$ cat src/hdl/pdlw_pkg.sv
// Package for the polled device link watchdog.
// Shared types, command codes and constants; no dependencies.
package pdlw_pkg;

  // Fixed field widths
  localparam int unsigned ID_W      = 16;
  localparam int unsigned CTR_W     = 10;
  localparam int unsigned MASK_W    = 16;
  localparam int unsigned IDX_OUT_W = 4;
  localparam int unsigned CFG_DW    = 5;

  localparam int unsigned FIXED_ENTRIES = 10;

  localparam logic signed [CTR_W-1:0] RELOAD_VALUE = 10'sd6;
  localparam logic signed [CTR_W-1:0] AGE_FLOOR    = -10'sd256;

  typedef enum logic [1:0] {
    CMD_POLL   = 2'd0,
    CMD_REPLY  = 2'd1,
    CMD_SWITCH = 2'd2,
    CMD_LOAD   = 2'd3
  } cmd_e;

  typedef enum logic {
    CFG_DEVICE_COUNT = 1'b0,
    CFG_FIXED_TEN    = 1'b1
  } cfg_idx_e;

  typedef enum logic [1:0] {
    ST_IDLE,
    ST_WALK,
    ST_DONE
  } state_e;

  // Per-entry control handed to the entry unit
  typedef struct packed {
    cmd_e cmd;
    logic fixed_mode;
    logic poll;       // item issued a poll
    logic is_ptr;     // entry is the polled one
    logic in_count;   // entry below device count
    logic in_fixed;   // entry among the first ten
  } entry_ctl_t;

endpackage

$ cat src/hdl/pdlw_id_ram.sv
// Device ID store: one write port, one registered read port.
// Depends on nothing but its parameters.
module pdlw_id_ram #(
  parameter int unsigned DEPTH = 16,
  parameter int unsigned AW    = 4,
  parameter int unsigned DW    = 16
) (
  input  logic          clk_i,
  input  logic          we_i,
  input  logic [AW-1:0] waddr_i,
  input  logic [DW-1:0] wdata_i,
  input  logic [AW-1:0] raddr_i,
  output logic [DW-1:0] rdata_o
);

  logic [DW-1:0] mem [DEPTH];

  always_ff @(posedge clk_i) begin
    if (we_i) begin
      mem[waddr_i] <= wdata_i;
    end
  end

  always_ff @(posedge clk_i) begin
    rdata_o <= mem[raddr_i];
  end

endmodule

$ cat src/hdl/pdlw_entry_alu.sv
// Shared entry unit: ID compare, counter reload/age, switch update.
// Uses pdlw_pkg types and constants.
module pdlw_entry_alu (
  input  pdlw_pkg::entry_ctl_t           ctl_i,
  input  logic [pdlw_pkg::ID_W-1:0]      entry_id_i,
  input  logic [pdlw_pkg::ID_W-1:0]      dev_id_i,
  input  logic                           switch_value_i,
  input  logic signed [pdlw_pkg::CTR_W-1:0] ctr_i,
  input  logic                           sw_i,
  output logic signed [pdlw_pkg::CTR_W-1:0] ctr_o,
  output logic                           sw_o,
  output logic                           alive_o
);

  logic id_hit;
  logic do_age;

  assign id_hit = ctl_i.in_count && (entry_id_i == dev_id_i);

  always_comb begin
    ctr_o  = ctr_i;
    sw_o   = sw_i;
    do_age = 1'b0;
    unique case (ctl_i.cmd)
      pdlw_pkg::CMD_POLL: begin
        if (ctl_i.poll) begin
          do_age = ctl_i.fixed_mode ? ctl_i.in_fixed : (ctl_i.is_ptr && ctl_i.in_count);
        end
        // counters never exceed the reload value, so only the floor gates aging
        if (do_age && (ctr_i > pdlw_pkg::AGE_FLOOR)) begin
          ctr_o = ctr_i - 10'sd1;
        end
      end
      pdlw_pkg::CMD_REPLY: begin
        if (ctl_i.fixed_mode ? ctl_i.in_fixed : id_hit) begin
          ctr_o = pdlw_pkg::RELOAD_VALUE;
        end
      end
      pdlw_pkg::CMD_SWITCH: begin
        if (id_hit) begin
          sw_o = switch_value_i;
        end
      end
      pdlw_pkg::CMD_LOAD: begin
      end
      default: begin
      end
    endcase
  end

  assign alive_o = !ctr_o[pdlw_pkg::CTR_W-1];

endmodule

$ cat src/hdl/polled_device_link_watchdog.sv
// Polled device link watchdog, top level.
// Uses pdlw_pkg, pdlw_id_ram and pdlw_entry_alu.
//
// Usage:
//   Input channel s_axis_*: one item per command. tuser carries the command
//   (poll tick, link reply, switch report, load ID); tdata carries the
//   device ID, the table entry, the switch value and the poll enable.
//   Output channel m_axis_*: exactly one result item per input item, with
//   the poll flag in tuser and poll index, poll target, alive mask and
//   switch mask in tdata. Masks show the table after the item's update.
//   Config port: cfg_we_i writes device_count (index 0) or fixed_ten_mode
//   (index 1); write only while no item is in flight.
// Operation:
//   An accepted item walks every table entry through one shared entry unit,
//   one entry per cycle behind the ID memory's registered read, between the
//   accept and the output-register load; s_axis_tready high only idle.
//   The result sits in an output register; the next item is accepted while it
//   waits, and the walk stalls at its end until the register is free.
// Reset: counters go to 6, switch bits, poll pointer, tick phase and config
//   registers to zero; device IDs are undefined until loaded.
module polled_device_link_watchdog #(
  parameter int unsigned MAX_DEVICES = 16
) (
  input  logic        clk_i,
  input  logic        rst_ni,
  // configuration
  input  logic        cfg_we_i,
  input  logic        cfg_idx_i,
  input  logic [4:0]  cfg_data_i,
  // input items
  input  logic        s_axis_tvalid,
  output logic        s_axis_tready,
  input  logic [23:0] s_axis_tdata,  // dev_id[15:0], entry_index[19:16],
                                     // switch_value[20], poll_enable[21], zero
  input  logic [1:0]  s_axis_tuser,  // cmd[1:0]
  // result items
  output logic        m_axis_tvalid,
  input  logic        m_axis_tready,
  output logic [55:0] m_axis_tdata,  // poll_index[3:0], poll_target[19:4],
                                     // alive_mask[35:20], switch_mask[51:36], zero
  output logic        m_axis_tuser   // poll_valid
);

  localparam int unsigned PW    = $clog2(MAX_DEVICES);
  localparam int unsigned CNT_W = $clog2(MAX_DEVICES + 1);
  localparam int unsigned CW    = pdlw_pkg::CTR_W;
  localparam int unsigned IW    = pdlw_pkg::ID_W;
  localparam int unsigned MW    = pdlw_pkg::MASK_W;

  // ---------------- configuration ----------------
  logic [4:0] dev_count_q;
  logic       fixed_q;

  always_ff @(posedge clk_i or negedge rst_ni) begin
    if (!rst_ni) begin
      dev_count_q <= '0;
      fixed_q     <= 1'b0;
    end else if (cfg_we_i) begin
      unique case (pdlw_pkg::cfg_idx_e'(cfg_idx_i))
        pdlw_pkg::CFG_DEVICE_COUNT: dev_count_q <= cfg_data_i;
        pdlw_pkg::CFG_FIXED_TEN:    fixed_q     <= cfg_data_i[0];
        default: ;
      endcase
    end
  end

  // count clamped to the table size
  logic [CNT_W-1:0] eff_cnt;
  assign eff_cnt = (32'(dev_count_q) > MAX_DEVICES) ? CNT_W'(MAX_DEVICES)
                                                    : CNT_W'(dev_count_q);

  // ---------------- input unpack ----------------
  pdlw_pkg::cmd_e  in_cmd;
  logic [IW-1:0]   in_dev_id;
  logic [3:0]      in_entry;
  logic            in_sw;
  logic            in_en;

  assign in_cmd    = pdlw_pkg::cmd_e'(s_axis_tuser);
  assign in_dev_id = s_axis_tdata[15:0];
  assign in_entry  = s_axis_tdata[19:16];
  assign in_sw     = s_axis_tdata[20];
  assign in_en     = s_axis_tdata[21];

  // ---------------- sequencer ----------------
  pdlw_pkg::state_e state_q, state_d;
  logic             accept;
  logic [CNT_W-1:0] walk_q, walk_d;
  logic             ev_valid_q, ev_valid_d;
  logic [PW-1:0]    ev_idx_q;
  logic             out_load;
  logic             out_valid_q;

  assign s_axis_tready = (state_q == pdlw_pkg::ST_IDLE);
  assign accept        = s_axis_tvalid && s_axis_tready;

  always_comb begin
    state_d    = state_q;
    walk_d     = walk_q;
    ev_valid_d = 1'b0;
    out_load   = 1'b0;
    unique case (state_q)
      pdlw_pkg::ST_IDLE: begin
        if (accept) begin
          state_d = pdlw_pkg::ST_WALK;
          walk_d  = '0;
        end
      end
      pdlw_pkg::ST_WALK: begin
        if (32'(walk_q) < MAX_DEVICES) begin
          ev_valid_d = 1'b1;
          walk_d     = walk_q + CNT_W'(1);
        end else begin
          // last entry is evaluated this cycle
          state_d = pdlw_pkg::ST_DONE;
        end
      end
      pdlw_pkg::ST_DONE: begin
        if (!out_valid_q || m_axis_tready) begin
          out_load = 1'b1;
          state_d  = pdlw_pkg::ST_IDLE;
        end
      end
      default: state_d = pdlw_pkg::ST_IDLE;
    endcase
  end

  always_ff @(posedge clk_i or negedge rst_ni) begin
    if (!rst_ni) begin
      state_q    <= pdlw_pkg::ST_IDLE;
      walk_q     <= '0;
      ev_valid_q <= 1'b0;
    end else begin
      state_q    <= state_d;
      walk_q     <= walk_d;
      ev_valid_q <= ev_valid_d;
    end
  end

  always_ff @(posedge clk_i) begin
    ev_idx_q <= walk_q[PW-1:0];
  end

  // ---------------- poll pointer ----------------
  logic [PW-1:0]    ptr_q, ptr_d;
  logic             phase_q, phase_d;
  logic [CNT_W-1:0] ptr_next;
  logic             poll_hit;

  always_comb begin
    ptr_d    = ptr_q;
    phase_d  = phase_q;
    poll_hit = 1'b0;
    ptr_next = phase_q ? (CNT_W'(ptr_q) + CNT_W'(1)) : CNT_W'(ptr_q);
    if (accept && (in_cmd == pdlw_pkg::CMD_POLL) && in_en) begin
      phase_d = !phase_q;
      if (ptr_next <= eff_cnt) begin
        poll_hit = 1'b1;
        ptr_d    = (ptr_next == eff_cnt) ? '0 : ptr_next[PW-1:0];
      end else begin
        // count was lowered: keep counting up to the table size
        ptr_d = (32'(ptr_next) < MAX_DEVICES) ? ptr_next[PW-1:0] : '0;
      end
    end
  end

  always_ff @(posedge clk_i or negedge rst_ni) begin
    if (!rst_ni) begin
      ptr_q   <= '0;
      phase_q <= 1'b0;
    end else begin
      ptr_q   <= ptr_d;
      phase_q <= phase_d;
    end
  end

  // ---------------- item registers ----------------
  pdlw_pkg::cmd_e cmd_q;
  logic [IW-1:0]  dev_id_q;
  logic           sw_val_q;
  logic           pv_q;

  always_ff @(posedge clk_i) begin
    if (accept) begin
      cmd_q    <= in_cmd;
      dev_id_q <= in_dev_id;
      sw_val_q <= in_sw;
      pv_q     <= poll_hit;
    end
  end

  // ---------------- ID memory ----------------
  logic          id_we;
  logic [PW-1:0] id_raddr;
  logic [IW-1:0] id_rdata;

  assign id_we    = accept && (in_cmd == pdlw_pkg::CMD_LOAD) &&
                    (32'(in_entry) < MAX_DEVICES);
  assign id_raddr = (32'(walk_q) < MAX_DEVICES) ? walk_q[PW-1:0] : '0;

  pdlw_id_ram #(
    .DEPTH (MAX_DEVICES),
    .AW    (PW),
    .DW    (IW)
  ) u_id_ram (
    .clk_i   (clk_i),
    .we_i    (id_we),
    .waddr_i (PW'(in_entry)),
    .wdata_i (in_dev_id),
    .raddr_i (id_raddr),
    .rdata_o (id_rdata)
  );

  // ---------------- counters and switch bits ----------------
  logic signed [CW-1:0] ctr_q [MAX_DEVICES];
  logic                 swb_q [MAX_DEVICES];

  pdlw_pkg::entry_ctl_t ctl;
  logic signed [CW-1:0] ctr_new;
  logic                 sw_new;
  logic                 alive_new;

  always_comb begin
    ctl.cmd        = cmd_q;
    ctl.fixed_mode = fixed_q;
    ctl.poll       = pv_q;
    ctl.is_ptr     = (ev_idx_q == ptr_q);
    ctl.in_count   = (CNT_W'(ev_idx_q) < eff_cnt);
    ctl.in_fixed   = (32'(ev_idx_q) < pdlw_pkg::FIXED_ENTRIES);
  end

  pdlw_entry_alu u_alu (
    .ctl_i          (ctl),
    .entry_id_i     (id_rdata),
    .dev_id_i       (dev_id_q),
    .switch_value_i (sw_val_q),
    .ctr_i          (ctr_q[ev_idx_q]),
    .sw_i           (swb_q[ev_idx_q]),
    .ctr_o          (ctr_new),
    .sw_o           (sw_new),
    .alive_o        (alive_new)
  );

  always_ff @(posedge clk_i or negedge rst_ni) begin
    if (!rst_ni) begin
      for (int i = 0; i < MAX_DEVICES; i++) begin
        ctr_q[i] <= pdlw_pkg::RELOAD_VALUE;
        swb_q[i] <= 1'b0;
      end
    end else if (ev_valid_q) begin
      ctr_q[ev_idx_q] <= ctr_new;
      swb_q[ev_idx_q] <= sw_new;
    end
  end

  // ---------------- result accumulation ----------------
  logic [MW-1:0] alive_acc_q;
  logic [MW-1:0] sw_acc_q;
  logic [IW-1:0] target_q;
  logic          in_mask;

  assign in_mask = ctl.in_count && (32'(ev_idx_q) < MW);

  always_ff @(posedge clk_i) begin
    if (accept) begin
      alive_acc_q <= '0;
      sw_acc_q    <= '0;
      target_q    <= '0;
    end else if (ev_valid_q) begin
      if (in_mask) begin
        alive_acc_q[ev_idx_q[3:0]] <= alive_new;
        sw_acc_q[ev_idx_q[3:0]]    <= sw_new;
      end
      if (pv_q && ctl.is_ptr) begin
        target_q <= id_rdata;
      end
    end
  end

  // ---------------- output register ----------------
  logic [55:0] out_data_q;
  logic        out_pv_q;

  always_ff @(posedge clk_i or negedge rst_ni) begin
    if (!rst_ni) begin
      out_valid_q <= 1'b0;
    end else if (out_load) begin
      out_valid_q <= 1'b1;
    end else if (m_axis_tready) begin
      out_valid_q <= 1'b0;
    end
  end

  always_ff @(posedge clk_i) begin
    if (out_load) begin
      out_pv_q   <= pv_q;
      out_data_q <= {4'b0, sw_acc_q, alive_acc_q, target_q,
                     pv_q ? ptr_q[3:0] : 4'b0};
    end
  end

  assign m_axis_tvalid = out_valid_q;
  assign m_axis_tdata  = out_data_q;
  assign m_axis_tuser  = out_pv_q;

endmodule

$ cat config.mk
export PLATFORM = sky130hd
export DESIGN_NAME = polled_device_link_watchdog
export DESIGN_NICKNAME = d
export VERILOG_FILES = /design/src/hdl/pdlw_pkg.sv /design/src/hdl/pdlw_id_ram.sv /design/src/hdl/pdlw_entry_alu.sv /design/src/hdl/polled_device_link_watchdog.sv
export SDC_FILE = /design/constraint.sdc
export NUM_CORES = 1
export LEC_CHECK = 0
export BUFFER_PORTS_ARGS = -buffer_cell sky130_fd_sc_hd__buf_2
export CAP_MARGIN = 20
export CORE_UTILIZATION = 50
export DETAILED_ROUTE_END_ITERATION = 8
export PLACE_DENSITY = 0.67
export RECOVER_POWER = 100
export SLEW_MARGIN = 10
export SYNTH_ARGS = -nofsm -noshare
export SYNTH_HDL_FRONTEND = slang
export SYNTH_HIERARCHICAL = 1
export SYNTH_SLANG_ARGS = --single-unit
$ cat constraint.sdc
create_clock -name clk_i -period 7 [get_ports clk_i]
set_input_delay 0.7 -clock clk_i [delete_from_list [all_inputs] [get_ports clk_i]]
set_output_delay 0.7 -clock clk_i [all_outputs]
set_load 0.1 [all_outputs]
== After elaboration in Yosys (flattened, before gate mapping) ==
Memories as Yosys holds them, arrays and structs flattened. A register that Yosys moved wholly into a read port is not among the register bits.
Cells that the tools add are included.
Storage, ports and cells
  bits in registers: 321
  memory bits (writable): 256
  input bits: 37
  logic and storage cells: 152
  memories kept: 1
Memories
  u_id_ram.mem: words 16, width 16, read ports 1, clocked after memory_dff 1, write ports 1, RTL line pdlw_id_ram.sv:16  | logic [DW-1:0] mem [DEPTH];
Cells by class
  add/subtract/negate cells: 3
  order comparisons: 11
  equal/unequal tests: 12
  mux-type cells: 47
  bitwise gates (word level): 2
  reductions and logical operators: 25
Operators by type and width (number)
  $bwmux 160: 1
  $mux 10: 5
  $bwmux 16: 3
  $bmux 10 s4: 1
  $demux 10 s4: 1
  $mux 5: 4
  $pmux 10 s2: 1
  $mux 1: 19
  $eq 16x16->1: 1
  $mux 4: 4
  $gt 10x9->1 const B: 1
  $logic_and 1x1->1: 10
  $lt 5x5->1 const B: 2
  $pmux 5 s2: 1
  $sub 10x2->10 const B: 1
  $demux 1 s4: 2
  $reduce_and 2->1: 4
  $eq 2x2->1 const B: 3
  $logic_not 2->1: 3
  $mux 2: 3
  $ne 2x2->1 const B: 3
  $pmux 2 s3: 1
  $reduce_and 3->1: 2
  $add 4x1->5 const B: 1
  19 further kinds: 23

== Longest topological paths before layout ==
Gate-level depths: netlist of the first run.
  depth in word-level cells: 12
  mapped depth: 17

== Cells and area by module ==
Netlist of the first run, hierarchy kept.
Modules (own cells, without submodules)
  polled_device_link_watchdog: times used 1, cells an instance 897, area each 13325.3 sq um
  pdlw_id_ram: times used 1, cells an instance 432, area each 10042.1 sq um
  pdlw_entry_alu: times used 1, cells an instance 90, area each 611.8 sq um

== Least setup slack after synthesis of the first run ==
Ideal clock, no wire load.
  kind: flip-flop to flip-flop
  start: reg state_q[0]
  end: mem u_id_ram.mem[0][0] (enable)
  setup time: 0.409 ns
  arrival: 3.853 ns
  data required time: 6.591 ns
  slack: 2.738 ns
  cell stages (with the launch flop): 7
  buffers on the path: 0
  clock period less this slack: 4.262 ns
  cells stage by stage: dfrtp_1 nor2_1 nand2_1 inv_1 and3_1 or3b_2 nor3_1
On the way
  cells in the longest elaborated chain, start to end: 5
Ends and longest elaborated chain
  from (decl): RTL line polled_device_link_watchdog.sv:86  | pdlw_pkg::state_e state_q, state_d;
  from (signal assigned): RTL line polled_device_link_watchdog.sv:130  | state_q <= pdlw_pkg::ST_IDLE;
  from (signal assigned): RTL line polled_device_link_watchdog.sv:134  | state_q <= state_d;
  $logic_not 2->1: RTL line polled_device_link_watchdog.sv:94  | assign s_axis_tready = (state_q == pdlw_pkg::ST_IDLE);
  net s_axis_tready: RTL line polled_device_link_watchdog.sv:32  | output logic s_axis_tready,
  $logic_and 1x1->1: RTL line polled_device_link_watchdog.sv:95  | assign accept = s_axis_tvalid && s_axis_tready;
  $logic_and 1x1->1: RTL line polled_device_link_watchdog.sv:197  | assign id_we = accept && (in_cmd == pdlw_pkg::CMD_LOAD) &&
  net id_we: RTL line polled_device_link_watchdog.sv:193  | logic id_we;
  $mux 1: RTL line pdlw_id_ram.sv:19  | if (we_i) begin
  $mux 1 (implied by the code): RTL line pdlw_id_ram.sv:20  | mem[waddr_i] <= wdata_i;
  to (decl): RTL line pdlw_id_ram.sv:16
The timed path passes the listed nets, and every way through them passes these cells.

== Worst setup path after layout of the first run ==
  start: reg walk_q[4]
  end: reg u_id_ram.rdata_o[7], read port of u_id_ram.mem
On the way
  cells in the longest elaborated chain, start to end: 2
Ends and longest elaborated chain
  from (decl): RTL line polled_device_link_watchdog.sv:88  | logic [CNT_W-1:0] walk_q, walk_d;
  from (signal assigned): RTL line polled_device_link_watchdog.sv:135  | walk_q <= walk_d;
  $lt 5x5->1: RTL line polled_device_link_watchdog.sv:199  | assign id_raddr = (32'(walk_q) < MAX_DEVICES) ? walk_q[PW-1:0] : '0;
  $mux 4: RTL line polled_device_link_watchdog.sv:199
  net id_raddr[0]: RTL line polled_device_link_watchdog.sv:194  | logic [PW-1:0] id_raddr;
  to (decl): RTL line pdlw_id_ram.sv:13  | output logic [DW-1:0] rdata_o
The timed path passes the listed nets, and every way through them passes these cells.
A chain may end at the register's enable or synchronous reset.

==> qor.yml, run 1 <==
timing:
  timing.hold.ws_ns: 0.298
  min_period_ns: 5.24
  report.final.slew_viol_count: 320
  max_freq_mhz: 191
  hold_violations: 0
  fin_crit_sh_pct: 74.9
  fin_skew_ns: 0.0273
  grt_setup_unrepaired: "no"
  fin_setup_tns_ns: 0
  tightestPinTransition_ns: 3.87
  setup_viol: 0
  max_slew_margin_pct: -158
global_route:
  grt_max_degree: 72
  grt_pass1_vias: 13200
  overflow: 0
  grt_usage_pct: 21.1
  antenna_found_initial: 0
  grt_pass1_wl_um: 78700
yosys:
  yosys.cell_types.count: 69
  synth-edff-count: 329
  yosys_warnings: 6
  ys_seq_area_share_pct: 67.5
  syn_area_per_cell_um2: 16.9
  ys.flop_type: "edfxtp_1"
  synth-seq-cells: 593
  netlist_area_um2: 24000
  synthCells: 1419
  synth-async-reset-ratio_pct: 33.1
worst_hold_path:
  min_to: "dev_count_q[4]"
  holdPathStages: 3
  hp-start: "cfg_data_i[4]"
  min_path_type: "in -> reg"
cts:
  cts_buffers: 58
  path_clk_slew_ns: 0.06
  cts_tree: "yes"
  clkSinkCount: 593
  post_cts_buffers: 0
  root_buffer: "clkbuf_16"
  ctsResizeCount: 0
  clk_latency_ns: 0.64
  hold_buffers: 0
  max-clock-path-buffers: 3
  htree_num_levels: 2
layout:
  final_cell_mix: "edfxtp_1 (329), mux2_2 (172), dfrtp_1 (164)"
  layout.nets: 1572
  layout_commonest_cell: "edfxtp_1"
  area_growth_pct: 12.1
  insertedDiodeCount: 0
  drive_gt1_share_pct: 28.0
  fillCellCount: 3659
critical_path:
  crit_required_ns: 7.50
  crit_fanout: 21
  critPathLaunchType: "flip-flop"
  r2r_cells: 5
  endpoint_kind: "flip-flop"
  arrival_ns: 5.74
  worstSetupPathType: "reg -> reg"
  r2r_slack_ns: 1.76
  reg2reg_to: "u_id_ram/rdata_o[7]"
  r2r_start: "walk_q[4]"
run_status:
  outcome: "finished, violations left"
  violations: "max-capacitance violations, max-slew violations"
die:
  initial_utilization_pct: 51.1
  ioPinCount: 96
  floorplan.die_area_um2: 48800
  placementRows: 79
  core-area_um2: 47000
  dieHeight_um: 221
  fp.dieW_um: 221
run:
  maxCapViolations: 11
place:
  io_buffers: 89
  dp_hpwl_um: 31500
  gp_congestion: 0.802
route:
  drt_pass1_iterations: 5
  routed-wl-met2_um: 24100
  drt-met1-wl_um: 22600
  num_vias: 12900
  route.detailed.drc: 0
  wl_um: 50700
  via_per_inst: 5.94
  ant_nets: 0
  dr.max_layer_used: "met4"
  drt_iter0_drc: 1010
  wl_met3_um: 2860
  wl_per_cell_um: 23.2
power_and_ir_drop:
  ir_drop_mv: 0.247
  fin_total_pwr_uw: 11200
  power.leakage_uw: 0.0100
  powerDensity_nw_per_um2: 417
-- cell families after synthesis --
logic type | Yosys count | share of synthesized area [%]
buffers and inverters | 104 | 2.09
and+or+nand+nor | 209 | 4.54
xor gates and xnor gates | 27 | 0.986
muxes | 293 | 19.1
DFF | 593 | 67.5
AOI/OAI and AO/OA | 181 | 5.22
other | 1 | 0.0156
adders and majority gates | 11 | 0.574
-- where the power goes --
group	internal, µW	switching [µW]
clock network	1850	1320
registers	4300	423
logic	1420	1910
-- cells in the mapped netlist (3+ instances only) --
cell | instances | area [µm²]
xor2_1 | 14 | 123
or4_1 | 6 | 45.0
nand2_1 | 70 | 263
dfxtp_1 | 68 | 1360
buf_2 | 25 | 125
nand4_1 | 7 | 43.8
buf_4 | 11 | 82.6
mux2_2 | 173 | 1950
nor2b_1 | 15 | 93.8
o21ai_1 | 5 | 25.0
o21ai_0 | 39 | 195
mux2i_1 | 3 | 30.0
nand3_1 | 23 | 115
nor2_1 | 32 | 120
nand2b_1 | 7 | 43.8
nor3_1 | 12 | 60.1
clkbuf_1 | 45 | 169
or3_1 | 4 | 25.0
a32o_1 | 22 | 220
a22oi_1 | 55 | 413
mux2_4 | 7 | 105
mux4_2 | 98 | 2210
and2_1 | 7 | 43.8
a21oi_1 | 23 | 115
mux4_1 | 10 | 263
dfrtp_1 | 164 | 4100
dfstp_2 | 32 | 841
buf_6 | 5 | 56.3
o22ai_1 | 10 | 62.6
nand3b_1 | 7 | 52.6
xnor2_1 | 13 | 114
nor4_1 | 3 | 18.8
ha_1 | 11 | 138
buf_1 | 6 | 22.5
inv_1 | 11 | 41.3
edfxtp_1 | 329 | 9880
o211ai_1 | 3 | 22.5
o31ai_1 | 5 | 37.5
-- stage by stage --
stage | util [%] | worst slack [ns] | instances | instance area [µm²]
3_3_place_gp | 53.6 | 2.36 | 2069 | 25100
2_1_floorplan | - | 2.74 | 1422 | 24000
5_1_grt | 57.3 | 1.19 | 2181 | 26900
3_5_place_dp | 53.6 | 2.30 | 2069 | 25100
6_report | 57.3 | 1.76 | 2181 | 26900
4_1_cts | 57.8 | 2.28 | 2179 | 27100
-- worst max path at each step --
stage                startpoint                  end  slack (ns)  depth (start not counted)
floorplan            state_q[0]   u_id_ram/mem[0][0]        2.74                          6
global placement    ev_idx_q[0]           ctr_q[143]        2.36                         12
detailed placement  ev_idx_q[0]            ctr_q[73]        2.30                         12
CTS                 ev_idx_q[0]            ctr_q[33]        2.28                         12
global route          walk_q[4]  u_id_ram/rdata_o[7]        1.19                          5
finish                walk_q[4]  u_id_ram/rdata_o[7]        1.76                          5
-- worst max-delay path, stage by stage, from the launching register on --
cell	delay, ns
dfrtp_1	0.50
nor2b_1	2.09
clkbuf_1	1.36
mux4_1	0.70
a22oi_1	0.36
nand2_1	0.09
-- sequential cells by signal (all words and copies together), names as in the netlist, 2 cells and up --
| name | flops |
|---|---|
| u_id_ram/mem | 256 |
| ctr_q | 160 |
| m_axis_tdata | 52 |
| alive_acc_q | 16 |
| dev_id_q | 16 |
| sw_acc_q | 16 |
| swb_q | 16 |
| target_q | 16 |
| u_id_ram/rdata_o | 16 |
| dev_count_q | 5 |
| walk_q | 5 |
| ev_idx_q | 4 |
| ptr_q | 4 |
| cmd_q | 2 |
| state_q | 2 |
-- per-layer routing --
metal,global-route usage (%),vias to the layer above
met3,3.21,74
met2,33.3,380
met5,0,-
li1,-,5766
met4,6.93,0
met1,30.4,6727
-- cell type report --
cell class | instances | area, µm² | area share [%]
clock buffers | 83 | 1670 | 6.20
clock inverters | 27 | 313 | 1.16
inverters | 12 | 45.0 | 0.168
multi-input cells | 725 | 7310 | 27.2
flip-flops and latches | 593 | 16200 | 60.2
well taps | 607 | 759 | 2.82
repair buffers | 134 | 601 | 2.23
Note: power is estimated with default switching activity, not from simulation.
==> run 2: changes to the inputs <==
Settings changed: PLACE_DENSITY 0.67 to 0.69.
Clock period 7 ns to 4.5 ns, I/O delays scaled along.
==> qor.yml, run 2 (same netlist as run 1, synthesis figures left out) <==
global_route:
  grt_pass1_vias: 13400
  grt_pass1_wl_um: 80600
  antenna_found_initial: 2
  overflow: 0
  grt_usage_pct: 21.7
  grt_max_degree: 107
die:
  core-area_um2: 47000
  placementRows: 79
  floorplan.die_area_um2: 48800
  dieHeight_um: 221
  initial_utilization_pct: 51.1
  ioPinCount: 96
  fp.dieW_um: 221
timing:
  setup_viol: 0
  min_period_ns: 4.03
  fin_crit_sh_pct: 89.7
  tightestPinTransition_ns: 2.70
  report.final.slew_viol_count: 265
  max_freq_mhz: 248
  grt_setup_unrepaired: "no"
  max_slew_margin_pct: -79.9
  timing.hold.ws_ns: 0.0664
  fin_skew_ns: 0.0240
  fin_setup_tns_ns: 0
  hold_violations: 0
route:
  wl_per_cell_um: 23.8
  wl_um: 52500
  drt_pass1_iterations: 7
  num_vias: 13200
  route.detailed.drc: 0
  via_per_inst: 5.96
  drt_iter0_drc: 1078
  ant_nets: 0
layout:
  drive_gt1_share_pct: 28.7
  layout_commonest_cell: "edfxtp_1"
  final_cell_mix: "edfxtp_1 (329), mux2_2 (173), dfrtp_1 (164)"
  regMostFlops: "u_id_ram/mem"
  fillCellCount: 3592
  largest_reg_flops: 256
  area_growth_pct: 12.7
  layout.nets: 1597
critical_path:
  worstSetupPathType: "reg -> reg"
  crit_fanout: 16
  r2r_cells: 12
  r2r_start: "ev_idx_q[0]"
  startpoint: "ev_idx_q[0]"
  critPathLaunchType: "flip-flop"
  critPathCapture: "ctr_q[79]"
  endpoint_kind: "flip-flop"
  reg2reg_to: "ctr_q[79]"
  crit_required_ns: 5.05
  r2r_slack_ns: 0.47
  arrival_ns: 4.59
run_status:
  violations: "max-capacitance violations, max-slew violations"
  outcome: "finished, violations left"
cts:
  max-clock-path-buffers: 3
  cts_buffers: 57
  clkSinkCount: 593
  path_clk_slew_ns: 0.06
  htree_num_levels: 2
  clk_latency_ns: 0.62
  root_buffer: "clkbuf_16"
  cts_tree: "yes"
place:
  io_buffers: 89
  dp_hpwl_um: 33300
  gp_congestion: 0.825
power_and_ir_drop:
  switching_power_uw: 5700
  p_comb_share_pct: 31.0
  p_seq_share_pct: 41.8
  power.leakage_uw: 0.0101
  p_int_uw: 11700
  power.share.clock_pct: 27.2
  netSwitchingFraction_pct: 32.7
  powerDensity_nw_per_um2: 645
  ir_drop_mv: 0.391
worst_hold_path:
  min_path_type: "in -> reg"
  holdPathStages: 3
run:
  maxCapViolations: 7
run 2: power by group through the flow:
stage               clock network, µW  logic [µW]  registers (µW)
finish                           4740        5410            7290
global route                     5070        5810            7390
CTS                              4840        5420            7320
detailed placement                  0        5390            7420
global placement                    0        5280            7380
floorplan                           0        3940            7310
run 2: repair_timing:
item                                    in CTS  in global routing
hold endpoints to repair                    84                  0
setup buffers                                0                  1
hold buffers                                 1                  0
endpoints found under the setup margin       0                 40
resized for setup                            0                  2
run 2: per-layer routing:
metal  part of all wire, %  routed length [µm]  global-route usage, %  vias to the layer above
li1                      -                   -                      -                     5813
met3                   6.7                3500                   4.26                       80
met5                     0                   0                      0                        -
met1                    43               22800                   30.8                     6839
met4                   2.3                1210                   6.61                        0
met2                    48               25000                   34.2                      425
run 2: final cells by class:
cell class	count	area (µm²)	share of cell area (%)
diodes	2	5.00	0.0185
clock buffers	75	1540	5.71
clock inverters	32	333	1.23
well taps	607	759	2.81
repair buffers	160	843	3.12
inverters	12	45.0	0.167
multi-input cells	725	7300	27.0
flip-flops and latches	593	16200	59.9
run 2: how the worst min path moves through the flow:
stage                     start         endpoint
2_1_floorplan            rst_ni         ctr_q[0]
3_3_place_gp        target_q[3]  m_axis_tdata[7]
3_5_place_dp        target_q[3]  m_axis_tdata[7]
4_1_cts        s_axis_tdata[20]         sw_val_q
5_1_grt           cfg_data_i[2]   dev_count_q[2]
6_report          cfg_data_i[4]   dev_count_q[4]
run 2: per-stage QoR:
step	cell area (µm²)	util (%)	setup slack, ns	power [µW]	instances
floorplan	24000	-	0.238	11300	1422
global placement	25400	54.0	0.316	12700	2094
detailed placement	25400	54.0	0.200	12800	2094
CTS	27300	58.1	0.180	17600	2202
global route	27000	57.5	0.126	18300	2206
finish	27000	57.5	0.466	17400	2206
run 2: critical path, cell delays in order, from the launching register on:
cell and delay [ns]:
dfxtp_4 0.59, buf_12 0.25, buf_4 0.20, mux4_2 0.51
a22oi_1 0.23, nand2_1 0.15, inv_1 0.14, a2bb2oi_1 0.28
nand3_1 0.39, nor2_1 0.28, o2bb2ai_1 0.30, clkbuf_1 0.41
mux2_2 0.24
==> run 3: changes to the inputs <==
==> constraint.sdc (replaced) <==
create_clock -name clk_i -period 4.5 [get_ports clk_i]
set_input_delay 0.225 -clock clk_i [delete_from_list [all_inputs] [get_ports clk_i]]
set_output_delay 0.225 -clock clk_i [all_outputs]
set_load 0.1 [all_outputs]
==> qor.yml, run 3 (same netlist as run 1, synthesis figures left out) <==
run_status:
  outcome: "finished, violations left"
  violations: "max-capacitance violations, max-slew violations"
critical_path:
  crit_fanout: 33
  path_common_cell: "a2bb2oi_1"
  endpoint_kind: "flip-flop"
  critPathLaunchType: "flip-flop"
  critPathSlowestCell: "dfxtp_4"
  startpoint: "ev_idx_q[0]"
  crit_required_ns: 5.03
  r2r_start: "ev_idx_q[0]"
  path_cells: "mux4_2 > a22oi_1 > nand2_1 > nor4_1 > a2bb2oi_1 > nand3_1 > nor2_1 > a2bb2oi_1 > o211ai_1 > o22ai_1"
  arrival_ns: 4.75
  worstSetupPathType: "reg -> reg"
  slowest_delay_ns: 0.78
cts:
  root_buffer: "clkbuf_16"
  clk_latency_ns: 0.63
  path_clk_slew_ns: 0.06
  htree_num_levels: 2
  cts_tree: "yes"
  cts_buffers: 59
  clkSinkCount: 593
  max-clock-path-buffers: 3
power_and_ir_drop:
  ir_drop_mv: 0.392
  powerDensity_nw_per_um2: 652
  power.leakage_uw: 0.0104
layout:
  final_cell_mix: "edfxtp_1 (329), mux2_2 (173), dfrtp_1 (164)"
  final_util_pct: 58.7
  layout_commonest_cell: "edfxtp_1"
  layout.nets: 1632
  drive_gt1_share_pct: 29.0
  area_growth_pct: 14.9
  largest_reg_flops: 256
  regMostFlops: "u_id_ram/mem"
timing:
  max_slew_margin_pct: -87.3
  final.setup.worst_slack_ns: 0.283
  fin_crit_sh_pct: 93.7
  timing.hold.ws_ns: 0.0651
  fin_skew_ns: 0.0457
  max_freq_mhz: 237
  min_period_ns: 4.22
  grt_setup_unrepaired: "no"
  report.final.slew_viol_count: 266
  tightestPinTransition_ns: 2.81
  hold_violations: 0
  setup_viol: 0
  fin_setup_tns_ns: 0
route:
  route.detailed.drc: 0
  via_per_inst: 5.94
  drt_pass1_iterations: 5
  wl_um: 53000
  num_vias: 13300
  wl_per_cell_um: 23.6
  ant_nets: 0
  drt_iter0_drc: 1216
global_route:
  grt_util_met2_pct: 35.6
  antenna_found_initial: 3
  met3_usage_pct: 3.77
  grt.busiest_layer: "met2"
  grt_pass1_wl_um: 81800
  grtUsageMet1_pct: 30.9
  overflow: 0
  grt_pass1_vias: 13600
  grt_max_degree: 100
  grt_usage_pct: 22.0
worst_hold_path:
  min_path_type: "in -> reg"
  hp-start: "s_axis_tdata[21]"
place:
  gp_congestion: 0.818
  dp_hpwl_um: 33100
  io_buffers: 89
  dpl_worst_slack_ns: 0.223
run:
  maxCapViolations: 7
die:
  floorplan.die_area_um2: 48800
  initial_utilization_pct: 51.1
  placementRows: 79
  dieHeight_um: 221
  fp.dieW_um: 221
  core-area_um2: 47000
  ioPinCount: 96
-- run 3: power breakdown --
group          leakage, µW  internal, µW  total, µW  switching (µW)
Clock              0.00104          3180       5250            2070
Combinational      0.00323          2360       5400            3050
Sequential         0.00608          6680       7310             627
-- run 3: repair_timing --
item	in CTS	in global routing
hold buffers	28	0
resized for setup	0	2
endpoints found under the setup margin	0	31
hold endpoints to repair	309	0
setup buffers	0	0
-- run 3: final cells by class --
cell class / count / area (µm²)
Tap cell: 607 / 759
Multi-Input combinational cell: 725 / 7320
Fill cell: 3490 / 19400
Clock buffer: 73 / 1610
Antenna cell: 2 / 5.00
Timing Repair Buffer: 193 / 1110
Clock inverter: 37 / 505
Inverter: 12 / 45.0
Sequential cell: 593 / 16200
-- run 3: path summary, 6_finish.rpt --
path	to	slack, ns	depth (start not counted)
max	alive_acc_q[0]	0.28	10
min	phase_q	0.07	3
max reg2reg	alive_acc_q[0]	0.28	10
min reg2reg	m_axis_tdata[9]	0.43	0
max in group asynchronous	ctr_q[50]	0.97	3
min in group asynchronous	dev_count_q[1]	0.84	2
-- run 3: critical path, delay by kind of cell, from the launching register on --
kind,cells,cell delay [ns]
AND/OR/NAND/NOR,4,1.27
multiplexers,1,0.58
flip-flops,1,0.78
AO/OA/AOI/OAI,5,1.46
-- run 3: per-stage QoR --
| stage | area [µm²] | power, µW | instances |
|---|---|---|---|
| final | 27600 | 18000 | 2242 |
| after global routing | 27600 | 18800 | 2242 |
| after CTS | 27800 | 18100 | 2238 |
| after detailed placement | 25400 | 12800 | 2100 |
| after global placement | 25400 | 12700 | 2100 |
| after floorplan | 24000 | 11300 | 1422 |
-- run 3: per-layer routing --
layer / routed length (µm) / vias up / share of wire (%)
met3: 2890 / 88 / 5.4
met2: 25800 / 382 / 49
met5: 13 / - / 0.025
li1: - / 5886 / -
met1: 23300 / 6960 / 44
met4: 1060 / 2 / 2.0
